$ cat src/hdl/hlbs_pkg.sv
// hit lamp and buzzer sequencer package: command, phase and register codes,
// the sequencer state struct and the count load helper
// no dependencies
package hlbs_pkg;

    localparam int COUNT_BITS = 24;
    localparam int CFG_W      = 24;
    localparam int CMD_W      = 3;
    localparam int IMG_W      = 7;
    localparam int PH_W       = 2;

    localparam logic [CMD_W-1:0] CMD_TICK    = 3'd0;
    localparam logic [CMD_W-1:0] CMD_HIT     = 3'd1;
    localparam logic [CMD_W-1:0] CMD_EXPIRED = 3'd2;
    localparam logic [CMD_W-1:0] CMD_SELF    = 3'd3;
    localparam logic [CMD_W-1:0] CMD_BREAK   = 3'd4;

    localparam logic [PH_W-1:0] PH_IDLE      = 2'd0;
    localparam logic [PH_W-1:0] PH_HIT_BUZZ  = 2'd1;
    localparam logic [PH_W-1:0] PH_HIT_LAMPS = 2'd2;
    localparam logic [PH_W-1:0] PH_EXP_BUZZ  = 2'd3;

    localparam logic REG_BUZZER_TICKS = 1'b0;
    localparam logic REG_LIGHT_TICKS  = 1'b1;

    localparam logic [CFG_W-1:0] BUZZER_TICKS_RST = 24'd1000000;
    localparam logic [CFG_W-1:0] LIGHT_TICKS_RST  = 24'd2000000;

    localparam int BIT_BUZZ   = 0;
    localparam int BIT_SELF_B = 1;
    localparam int BIT_ON_B   = 2;
    localparam int BIT_OFF_B  = 3;
    localparam int BIT_SELF_A = 4;
    localparam int BIT_ON_A   = 5;
    localparam int BIT_OFF_A  = 6;

    typedef struct packed {
        logic [IMG_W-1:0]      image;
        logic [PH_W-1:0]       phase;
        logic [COUNT_BITS-1:0] countdown;
        logic                  hit;
        logic                  expiry;
        logic                  stop;
    } seq_state_t;

    typedef struct packed {
        logic [CMD_W-1:0] command;
        logic             on_target_a;
        logic             off_target_a;
        logic             on_target_b;
        logic             off_target_b;
        logic             self_contact_a;
        logic             self_contact_b;
        logic             break_a;
        logic             break_b;
    } seq_cmd_t;

    function automatic logic [COUNT_BITS-1:0] count_load(input logic [CFG_W-1:0] v);
        logic [CFG_W+COUNT_BITS-1:0] wide;
        wide = {{COUNT_BITS{1'b0}}, v};
        return wide[COUNT_BITS-1:0];
    endfunction

endpackage

$ cat src/hdl/hlbs_next.sv
// next-state logic of the hit lamp and buzzer sequencer for one command beat
// depends on hlbs_pkg
module hlbs_next (
    input  hlbs_pkg::seq_state_t          cur,
    input  hlbs_pkg::seq_cmd_t            cmd,
    input  logic [hlbs_pkg::CFG_W-1:0]    buzzer_ticks,
    input  logic [hlbs_pkg::CFG_W-1:0]    light_ticks,
    output hlbs_pkg::seq_state_t          nxt
);

    logic hit_any;
    logic hit_bad;

    assign hit_any = cmd.on_target_a | cmd.off_target_a | cmd.on_target_b | cmd.off_target_b;
    assign hit_bad = (cmd.on_target_a & cmd.off_target_a) | (cmd.on_target_b & cmd.off_target_b);

    always_comb begin
        nxt = cur;
        unique case (cmd.command)
            hlbs_pkg::CMD_TICK: begin
                if (cur.phase != hlbs_pkg::PH_IDLE) begin
                    if (cur.countdown <= hlbs_pkg::COUNT_BITS'(1)) begin
                        unique case (cur.phase)
                            hlbs_pkg::PH_HIT_BUZZ: begin
                                nxt.image[hlbs_pkg::BIT_BUZZ] = 1'b0;
                                nxt.phase     = hlbs_pkg::PH_HIT_LAMPS;
                                nxt.countdown = hlbs_pkg::count_load(light_ticks);
                            end
                            hlbs_pkg::PH_HIT_LAMPS: begin
                                nxt.image[hlbs_pkg::BIT_ON_A]  = 1'b0;
                                nxt.image[hlbs_pkg::BIT_OFF_A] = 1'b0;
                                nxt.image[hlbs_pkg::BIT_ON_B]  = 1'b0;
                                nxt.image[hlbs_pkg::BIT_OFF_B] = 1'b0;
                                nxt.stop      = 1'b0;
                                nxt.hit       = 1'b0;
                                nxt.phase     = hlbs_pkg::PH_IDLE;
                                nxt.countdown = '0;
                            end
                            default: begin
                                nxt.image[hlbs_pkg::BIT_BUZZ] = 1'b0;
                                nxt.expiry    = 1'b0;
                                nxt.phase     = hlbs_pkg::PH_IDLE;
                                nxt.countdown = '0;
                            end
                        endcase
                    end else begin
                        nxt.countdown = cur.countdown - hlbs_pkg::COUNT_BITS'(1);
                    end
                end
            end
            hlbs_pkg::CMD_HIT: begin
                if (hit_any && !hit_bad) begin
                    nxt.image[hlbs_pkg::BIT_ON_A]  = cmd.on_target_a;
                    nxt.image[hlbs_pkg::BIT_OFF_A] = cmd.off_target_a;
                    nxt.image[hlbs_pkg::BIT_ON_B]  = cmd.on_target_b;
                    nxt.image[hlbs_pkg::BIT_OFF_B] = cmd.off_target_b;
                    nxt.image[hlbs_pkg::BIT_BUZZ]  = 1'b1;
                    nxt.stop      = 1'b1;
                    nxt.hit       = 1'b1;
                    nxt.expiry    = 1'b0;
                    nxt.phase     = hlbs_pkg::PH_HIT_BUZZ;
                    nxt.countdown = hlbs_pkg::count_load(buzzer_ticks);
                end
            end
            hlbs_pkg::CMD_EXPIRED: begin
                if (!cur.hit && !cur.expiry) begin
                    nxt.expiry    = 1'b1;
                    nxt.image[hlbs_pkg::BIT_BUZZ] = 1'b1;
                    nxt.phase     = hlbs_pkg::PH_EXP_BUZZ;
                    nxt.countdown = hlbs_pkg::count_load(buzzer_ticks);
                end
            end
            hlbs_pkg::CMD_SELF: begin
                nxt.image[hlbs_pkg::BIT_SELF_A] = cmd.self_contact_a;
                nxt.image[hlbs_pkg::BIT_SELF_B] = cmd.self_contact_b;
            end
            hlbs_pkg::CMD_BREAK: begin
                nxt.image[hlbs_pkg::BIT_OFF_A] = cmd.break_a;
                nxt.image[hlbs_pkg::BIT_OFF_B] = cmd.break_b;
            end
            default: begin
                nxt = cur;
            end
        endcase
    end

endmodule

$ cat src/hdl/hit_light_buzzer_sequencer_top.sv
// hit lamp and buzzer sequencer top: config registers, state and result register
// depends on hlbs_pkg and hlbs_next
// a beat accepted at one edge shows its result on m_* after that edge
// throughput 1 beat per cycle; one result register parts the channels and s_ready
// falls only while that register is full and m_ready is low
// reset: sync active-low aresetn clears state and m_valid, ticks to 1000000/2000000
module hit_light_buzzer_sequencer_top (
    input  logic                          aclk,
    input  logic                          aresetn,
    input  logic                          cfg_we,
    input  logic                          cfg_index,
    input  logic [hlbs_pkg::CFG_W-1:0]    cfg_data,
    input  logic                          s_valid,
    output logic                          s_ready,
    input  logic [hlbs_pkg::CMD_W-1:0]    s_command,
    input  logic                          s_on_target_a,
    input  logic                          s_off_target_a,
    input  logic                          s_on_target_b,
    input  logic                          s_off_target_b,
    input  logic                          s_self_contact_a,
    input  logic                          s_self_contact_b,
    input  logic                          s_break_a,
    input  logic                          s_break_b,
    output logic                          m_valid,
    input  logic                          m_ready,
    output logic [hlbs_pkg::IMG_W-1:0]    m_lamp_image,
    output logic                          m_stop_line,
    output logic                          m_hit_showing,
    output logic                          m_expiry_sounding
);

    logic [hlbs_pkg::CFG_W-1:0] buzzer_ticks_reg;
    logic [hlbs_pkg::CFG_W-1:0] light_ticks_reg;
    hlbs_pkg::seq_state_t       state_reg;
    hlbs_pkg::seq_state_t       state_next;
    hlbs_pkg::seq_cmd_t         cmd;
    logic                       m_valid_reg;
    logic [hlbs_pkg::IMG_W-1:0] lamp_image_reg;
    logic                       stop_line_reg;
    logic                       hit_showing_reg;
    logic                       expiry_sounding_reg;
    logic                       s_accept;

    assign s_ready  = !m_valid_reg || m_ready;
    assign s_accept = s_valid && s_ready;

    assign cmd.command        = s_command;
    assign cmd.on_target_a    = s_on_target_a;
    assign cmd.off_target_a   = s_off_target_a;
    assign cmd.on_target_b    = s_on_target_b;
    assign cmd.off_target_b   = s_off_target_b;
    assign cmd.self_contact_a = s_self_contact_a;
    assign cmd.self_contact_b = s_self_contact_b;
    assign cmd.break_a        = s_break_a;
    assign cmd.break_b        = s_break_b;

    hlbs_next u_next (
        .cur          (state_reg),
        .cmd          (cmd),
        .buzzer_ticks (buzzer_ticks_reg),
        .light_ticks  (light_ticks_reg),
        .nxt          (state_next)
    );

    always_ff @(posedge aclk) begin
        if (!aresetn) begin
            buzzer_ticks_reg <= hlbs_pkg::BUZZER_TICKS_RST;
            light_ticks_reg  <= hlbs_pkg::LIGHT_TICKS_RST;
        end else if (cfg_we) begin
            unique case (cfg_index)
                hlbs_pkg::REG_BUZZER_TICKS: buzzer_ticks_reg <= cfg_data;
                hlbs_pkg::REG_LIGHT_TICKS:  light_ticks_reg  <= cfg_data;
                default: ;
            endcase
        end
    end

    always_ff @(posedge aclk) begin
        if (!aresetn) begin
            state_reg.image     <= '0;
            state_reg.phase     <= hlbs_pkg::PH_IDLE;
            state_reg.countdown <= '0;
            state_reg.hit       <= 1'b0;
            state_reg.expiry    <= 1'b0;
            state_reg.stop      <= 1'b0;
            m_valid_reg         <= 1'b0;
        end else begin
            if (s_accept) begin
                state_reg <= state_next;
            end
            if (s_accept) begin
                m_valid_reg <= 1'b1;
            end else if (m_ready) begin
                m_valid_reg <= 1'b0;
            end
        end
    end

    // result beat payload
    always_ff @(posedge aclk) begin
        if (s_accept) begin
            lamp_image_reg      <= state_next.image;
            stop_line_reg       <= state_next.stop;
            hit_showing_reg     <= state_next.hit;
            expiry_sounding_reg <= state_next.expiry;
        end
    end

    assign m_valid           = m_valid_reg;
    assign m_lamp_image      = lamp_image_reg;
    assign m_stop_line       = stop_line_reg;
    assign m_hit_showing     = hit_showing_reg;
    assign m_expiry_sounding = expiry_sounding_reg;

    a_hit_phase: assert property (@(posedge aclk) disable iff (!aresetn)
        state_reg.hit == ((state_reg.phase == hlbs_pkg::PH_HIT_BUZZ) ||
                          (state_reg.phase == hlbs_pkg::PH_HIT_LAMPS)))
        else $error("hit flag out of step with phase");

    a_stop_hit: assert property (@(posedge aclk) disable iff (!aresetn)
        state_reg.stop == state_reg.hit)
        else $error("stop line out of step with hit sequence");

    a_buzz_phase: assert property (@(posedge aclk) disable iff (!aresetn)
        state_reg.image[hlbs_pkg::BIT_BUZZ] ==
            ((state_reg.phase == hlbs_pkg::PH_HIT_BUZZ) ||
             (state_reg.phase == hlbs_pkg::PH_EXP_BUZZ)))
        else $error("buzzer bit out of step with phase");

    a_idle_count: assert property (@(posedge aclk) disable iff (!aresetn)
        (state_reg.phase == hlbs_pkg::PH_IDLE) |-> (state_reg.countdown == '0))
        else $error("countdown running while idle");

    a_result_follows: assert property (@(posedge aclk) disable iff (!aresetn)
        (s_valid && s_ready) |=> m_valid)
        else $error("accepted beat gave no result");

endmodule
$ cat config.mk
export PLATFORM = sky130hd
export DESIGN_NAME = hit_light_buzzer_sequencer_top
export DESIGN_NICKNAME = d
export VERILOG_FILES = /design/src/hdl/hlbs_pkg.sv /design/src/hdl/hlbs_next.sv /design/src/hdl/hit_light_buzzer_sequencer_top.sv
export SDC_FILE = /design/constraint.sdc
export NUM_CORES = 1
export LEC_CHECK = 0
export ABC_AREA = 1
export BUFFER_PORTS_ARGS = -buffer_cell sky130_fd_sc_hd__buf_2
export CAP_MARGIN = 20
export CORE_UTILIZATION = 59
export DETAILED_ROUTE_END_ITERATION = 7
export HOLD_SLACK_MARGIN = 0.06
export MAX_ROUTING_LAYER = met4
export PLACE_DENSITY = 0.8
export REMOVE_ABC_BUFFERS = 1
export SLEW_MARGIN = 20
export SYNTH_ARGS = -nofsm -noshare
export SYNTH_HDL_FRONTEND = slang
export SYNTH_SLANG_ARGS = --single-unit
export TNS_END_PERCENT = 30
$ cat constraint.sdc
create_clock -name aclk -period 2.12 [get_ports aclk]
set_clock_uncertainty 0.2 [all_clocks]
set_input_delay 0.636 -clock aclk [delete_from_list [all_inputs] [get_ports aclk]]
set_output_delay 0.636 -clock aclk [all_outputs]
set_load 0.005 [all_outputs]
==> results of run 1 <==
[repair_timing]
item,CTS,global route
resized for setup,0,8
buffers inserted,0,1
setup endpoints to repair,0,21
[routing by layer]
metal | global-route usage (%) | up-vias | wire [um] | share of wire (%)
met5 | - | - | 0 | 0
met4 | 10.1 | 0 | 148 | 1.2
met3 | 6.02 | 14 | 569 | 4.7
met2 | 51.7 | 163 | 5920 | 49
met1 | 36.4 | 2220 | 5380 | 45
li1 | - | 2471 | - | -
[worst max-delay path, cell delays in order (launching register included)]
cell and delay (ns):
dfxtp_4 0.37, inv_1 0.10, ha_4 0.16, inv_1 0.04, nand2_1 0.04, nand2_1 0.07
inv_1 0.06, nand2_1 0.08, nor2_4 0.14, buf_4 0.15, buf_4 0.12, nor2_1 0.03
nor2_1 0.10, nand2_1 0.08, a21oi_2 0.11, nor2_1 0.05
[kinds of logic after synthesis]
| family | after synthesis | share of synthesized area [%] |
|---|---|---|
| AOI/OAI and AO/OA | 121 | 13.0 |
| xor gates and xnor gates | 5 | 0.892 |
| adders and majority gates | 5 | 1.27 |
| buffers and inverters | 103 | 8.52 |
| DFF | 95 | 40.8 |
| and+or+nand+nor | 408 | 35.5 |
[power by group through the flow]
stage	Combinational (mW)	Clock [mW]	Sequential, mW
6_report	0.905	1.08	2.03
3_3_place_gp	0.851	0	2.07
3_5_place_dp	0.879	0	2.07
5_1_grt	1.02	1.18	2.05
2_1_floorplan	0.587	0	2.05
4_1_cts	0.885	1.10	2.03
[final cells by class]
type,instances,area (um^2),share of cell area [%]
Tap cell,102,128,2.28
Timing Repair Buffer,79,500,8.95
Multi-Input combinational cell,539,2510,44.8
Inverter,75,282,5.03
Clock inverter,7,47.5,0.850
Sequential cell,95,2010,35.9
Clock buffer,9,124,2.21
[path summary, 6_finish.rpt]
| kind | start | endpoint | slack (ns) | cells after the start |
|---|---|---|---|---|
| setup / recovery | state_reg[3] | state_reg[5] | 0.12 | 15 |
| hold / removal | light_ticks_reg[3] | light_ticks_reg[3] | 0.27 | 2 |
| setup reg to reg | state_reg[3] | state_reg[5] | 0.12 | 15 |
| hold reg to reg | light_ticks_reg[3] | light_ticks_reg[3] | 0.27 | 2 |
[through the flow]
stage                     hold WS [ns]  area (um^2)  power, mW  util [%]  TNS [ns]
after floorplan                  0.224         4770       2.64         -    -12.00
after global placement           0.241         5390       2.92      68.4         0
after detailed placement         0.248         5390       2.95      68.4    -0.301
after CTS                        0.265         5560       4.02      70.5         0
after global routing             0.271         5590       4.25      70.9         0
final                            0.265         5590       4.01      70.9         0
[layout by cell type (no fill, tap or decap), drive strengths merged]
master / synthesis / routed
clkinvlp: 0 / 1
nor2: 167 / 167
o21bai: 4 / 4
and3: 1 / 1
o21ai: 72 / 72
ha: 5 / 5
xor2: 5 / 5
nor3: 2 / 2
edfxtp: 10 / 10
nand3: 54 / 54
or2: 1 / 1
inv: 75 / 77
nand4: 10 / 10
a32oi: 2 / 2
clkinv: 0 / 4
buf: 8 / 79
nand2: 172 / 172
clkbuf: 20 / 9
nand3b: 1 / 1
a21oi: 43 / 43
dfxtp: 85 / 85
==> out/metrics.cfg, run 1 <==
[timing]
post-route-period-util_pct=94.5
final.setup.worst_slack_ns=0.117
max_slew_margin_pct=41.9
max_freq_mhz=499
rsz0062_at_grt=false
hold_violations=0
finalSetupViolCount=0
finalCriticalPeriod_ns=2.00
final_max_slew_viol_count=0
max_slew.worst_pin.slew_ns=0.871

[floorplanning]
die_area_um2=8690
initial_core_util_pct=62.2
core.rowCount=32
fp.dieH_um=93.2
io_pins=53
die-width_um=93.2
core-area_um2=7890

[routing]
wire_per_inst_um=13.3
drt-initial-drc-count=298
wl_um=12000
via_count=4868
drc_errors=0
ant_nets=0
drt_first_pass_iters=5
via_per_inst=5.37

[yosys]
ys_ff_latch=95
ys.flop_type=dfxtp_1
postSynthCellCount=737
yosysMostFrequentCell=nand2_1
synth_cell_types=30
yosysWarnings=0
synth.avg_cell_area_um2=6.66
synth_seq_area_share_pct=40.8
synthTopCellsByCount=nand2_1, nor2_1, dfxtp_1, o21ai_0, inv_1
yosysTopAreaCell=dfxtp_1
syn_area_um2=4910
synth_edf_count=10
yosys-top-cells-area=dfxtp_1, nand2_1, nor2_1
async_flop_share_pct=0
synth_top_area_share_pct=34.7

[flow_run]
drv_cap=0

[final_layout]
largest_register_ffs=36
fillerInstances=711
stdcell_count=906
area_growth_pct=14.0
nets=845
drive_gt1_share_pct=17.8
diodes=0

[pwr]
sw_frac_of_total_pct=32.5
p_sw_mw=1.30
p_int_mw=2.71
power_leakage_nw=2.68
irDropWorstVdd_mv=0.682
pwr_density_cell_nw_per_um2=717
seqPwrFrac_pct=50.6
power.clock.fraction_pct=26.8
combPwrFrac_pct=22.5

[outcome]
status=finished clean

[clock_tree]
clkTransAtPathRegs_ns=0.09
clk_latency_ns=0.36
cts_tree=built
numClockSinks=95
hold_buffers=0
h-tree-depth=3
cts_buffers=9
root_buffer=clkbuf_8
cts_buffer_depth=2

[grt]
track_usage_pct=30.5
grt_pass1_wl_um=20600
grt_max_degree=45
antenna_found_initial=0
grt_pass1_vias=4620
overflow=0

[placement]
hpwl_um=8510
dp.cells=889
port_buffers=52
routabilityCongestion=1.00
post-place-ws_ns=-0.0448

[hold_path]
hold_class=reg -> reg

[worst_setup_path]
critPathMaxFanout=5
worstPathArrival_ns=2.06
endpoint_kind=flop
path_class=reg -> reg
cp-start-kind=flop
cp_data_required_time_ns=2.18

(Power assumes the default switching activity.)
==> inputs of run 2 (changes only) <==
--- a/config.mk
+++ b/config.mk
@@ -8,11 +8,10 @@
 export ABC_AREA = 1
 export BUFFER_PORTS_ARGS = -buffer_cell sky130_fd_sc_hd__buf_2
 export CAP_MARGIN = 20
-export CORE_UTILIZATION = 59
+export CORE_UTILIZATION = 35
 export DETAILED_ROUTE_END_ITERATION = 7
 export HOLD_SLACK_MARGIN = 0.06
 export MAX_ROUTING_LAYER = met4
-export PLACE_DENSITY = 0.8
 export REMOVE_ABC_BUFFERS = 1
 export SLEW_MARGIN = 20
 export SYNTH_ARGS = -nofsm -noshare
==> run 2 against run 1 <==
Net effect:
- final area increased by 8.6%
- setup slack improved by 0.075 ns
- non-clock buffer count increased by 23
- via count decreased by 3.4%
- sequential cell count unchanged
- highest routed layer unchanged
- register-to-register slack improved by 0.08 ns
==> out/metrics.cfg, run 2 (synthesis results as in run 1) <==
[outcome]
status=finished clean

[final_layout]
drive_gt1_share_pct=20.3
fillerInstances=1429
area_growth_pct=23.8
nets=868
largest_register_ffs=36
multi_input_area_um2=2530
layout_common_cells=nand2_1, nor2_1, dfxtp_1, o21ai_0, inv_1
diodes=0
layout_commonest_cell=nand2_1
stdcell_count=1003
regArea_um2=2000
final_core_util_pct=45.2

[timing]
final_max_slew_viol_count=0
max_freq_mhz=519
finalSetupViolCount=0
setup-tns-final_ns=0
max_slew_margin_pct=71.3
finalCriticalPeriod_ns=1.93
post-route-period-util_pct=90.9
rsz0062_at_grt=false
max_slew.worst_pin.slew_ns=0.430
hold_violations=0

[worst_setup_path]
worstPathArrival_ns=1.97
r2r-end=state_reg[5]
path_class=reg -> reg
rrSetupSlack_ns=0.19
timing.rr.start=state_reg[4]
endpoint_kind=flop
critPathMaxFanout=8
cp-start-kind=flop
reg2regPathDepth=14
cp_data_required_time_ns=2.16

[hold_path]
holdPathStages=2
hold_class=reg -> reg
min_to=light_ticks_reg[3]
min_from=light_ticks_reg[3]

[routing]
via_per_inst=4.69
drt_first_pass_iters=4
wire_per_inst_um=12.6
wl_um=12600
via_count=4704
drc_errors=0
drt-initial-drc-count=241
ant_nets=0

[pwr]
power_leakage_nw=2.87
pwr_density_cell_nw_per_um2=768
irDropWorstVdd_mv=0.480

[grt]
grt_max_degree=50
use_met2_pct=29.6
track_usage_pct=19.2
use_met3_pct=3.77
antenna_found_initial=0
grt_pass1_vias=4510
overflow=0
grt.busiest_layer=met2
grt_pass1_wl_um=21500
use_met1_pct=25.3

[clock_tree]
root_buffer=clkbuf_16
cts_buffers=9
cts_buffer_depth=2
clkTransAtPathRegs_ns=0.06
cts_tree=built
h-tree-depth=3
hold_buffers=0
clk_latency_ns=0.35
numClockSinks=95

[flow_run]
drv_cap=0

[placement]
dp.cells=983
port_buffers=52
routabilityCongestion=0.870
hpwl_um=9200

[floorplanning]
die_area_um2=14500
fp.dieH_um=120
io_pins=53
initial_core_util_pct=36.5
die-width_um=120
core-area_um2=13500
core.rowCount=42

run 2: final cells by class:
type                    instances  share of cell area [%]
flip-flops and latches         95                    33.0
clock buffers                  14                    4.51
well taps                     176                    3.62
inverters                      75                    4.67
clock inverters                 2                   0.597
multi-input cells             539                    41.7
repair buffers                102                    11.9
run 2: what timing repair did:
item	CTS	global route
setup endpoints to repair	0	30
resized for setup	0	16
setup buffers	0	3
run 2: metal layers:
layer	vias to the layer above	part of all wire, %
li1	2519	-
met1	2105	50
met2	70	45
met3	10	3.8
met4	0	1.3
met5	-	0
run 2: how the worst max path moves through the flow:
stage / start / to / slack, ns / cells past startpoint
finish: state_reg[4] / state_reg[5] / 0.19 / 14
CTS: state_reg[4] / state_reg[5] / 0.07 / 14
floorplan: s_valid / state_reg[27] / -0.41 / 9
global placement: s_command[0] / state_reg[10] / -0.04 / 10
detailed placement: s_command[0] / state_reg[24] / -0.02 / 10
global route: state_reg[4] / state_reg[24] / 0.005 / 15
run 2: worst max-delay path: stages, from the launching register on:
cell and delay (ns):
dfxtp_1 0.32, inv_2 0.11, ha_4 0.16, inv_1 0.04, nand2_1 0.06, nand2_2 0.06, inv_1 0.07, nand2_2 0.06
nor2_4 0.19, buf_6 0.16, nor2_1 0.04, nor2_1 0.11, nand2_1 0.06, a21oi_1 0.12, nor2_1 0.05
run 2: stage by stage:
stage | instance area (um^2) | power (mW) | setup WS, ns | hold WS, ns
6_report | 6080 | 4.66 | 0.192 | 0.254
5_1_grt | 6080 | 4.96 | 0.00507 | 0.274
4_1_cts | 5970 | 4.69 | 0.0712 | 0.258
3_5_place_dp | 5660 | 2.98 | -0.0185 | 0.248
3_3_place_gp | 5660 | 2.98 | -0.0372 | 0.242
2_1_floorplan | 4770 | 2.64 | -0.414 | 0.224
run 2: power breakdown:
group          leakage, nW  internal [mW]  switching, mW
Combinational         1.91          0.372          0.583
Clock                0.153           1.01          0.671
Sequential           0.801           1.95         0.0774
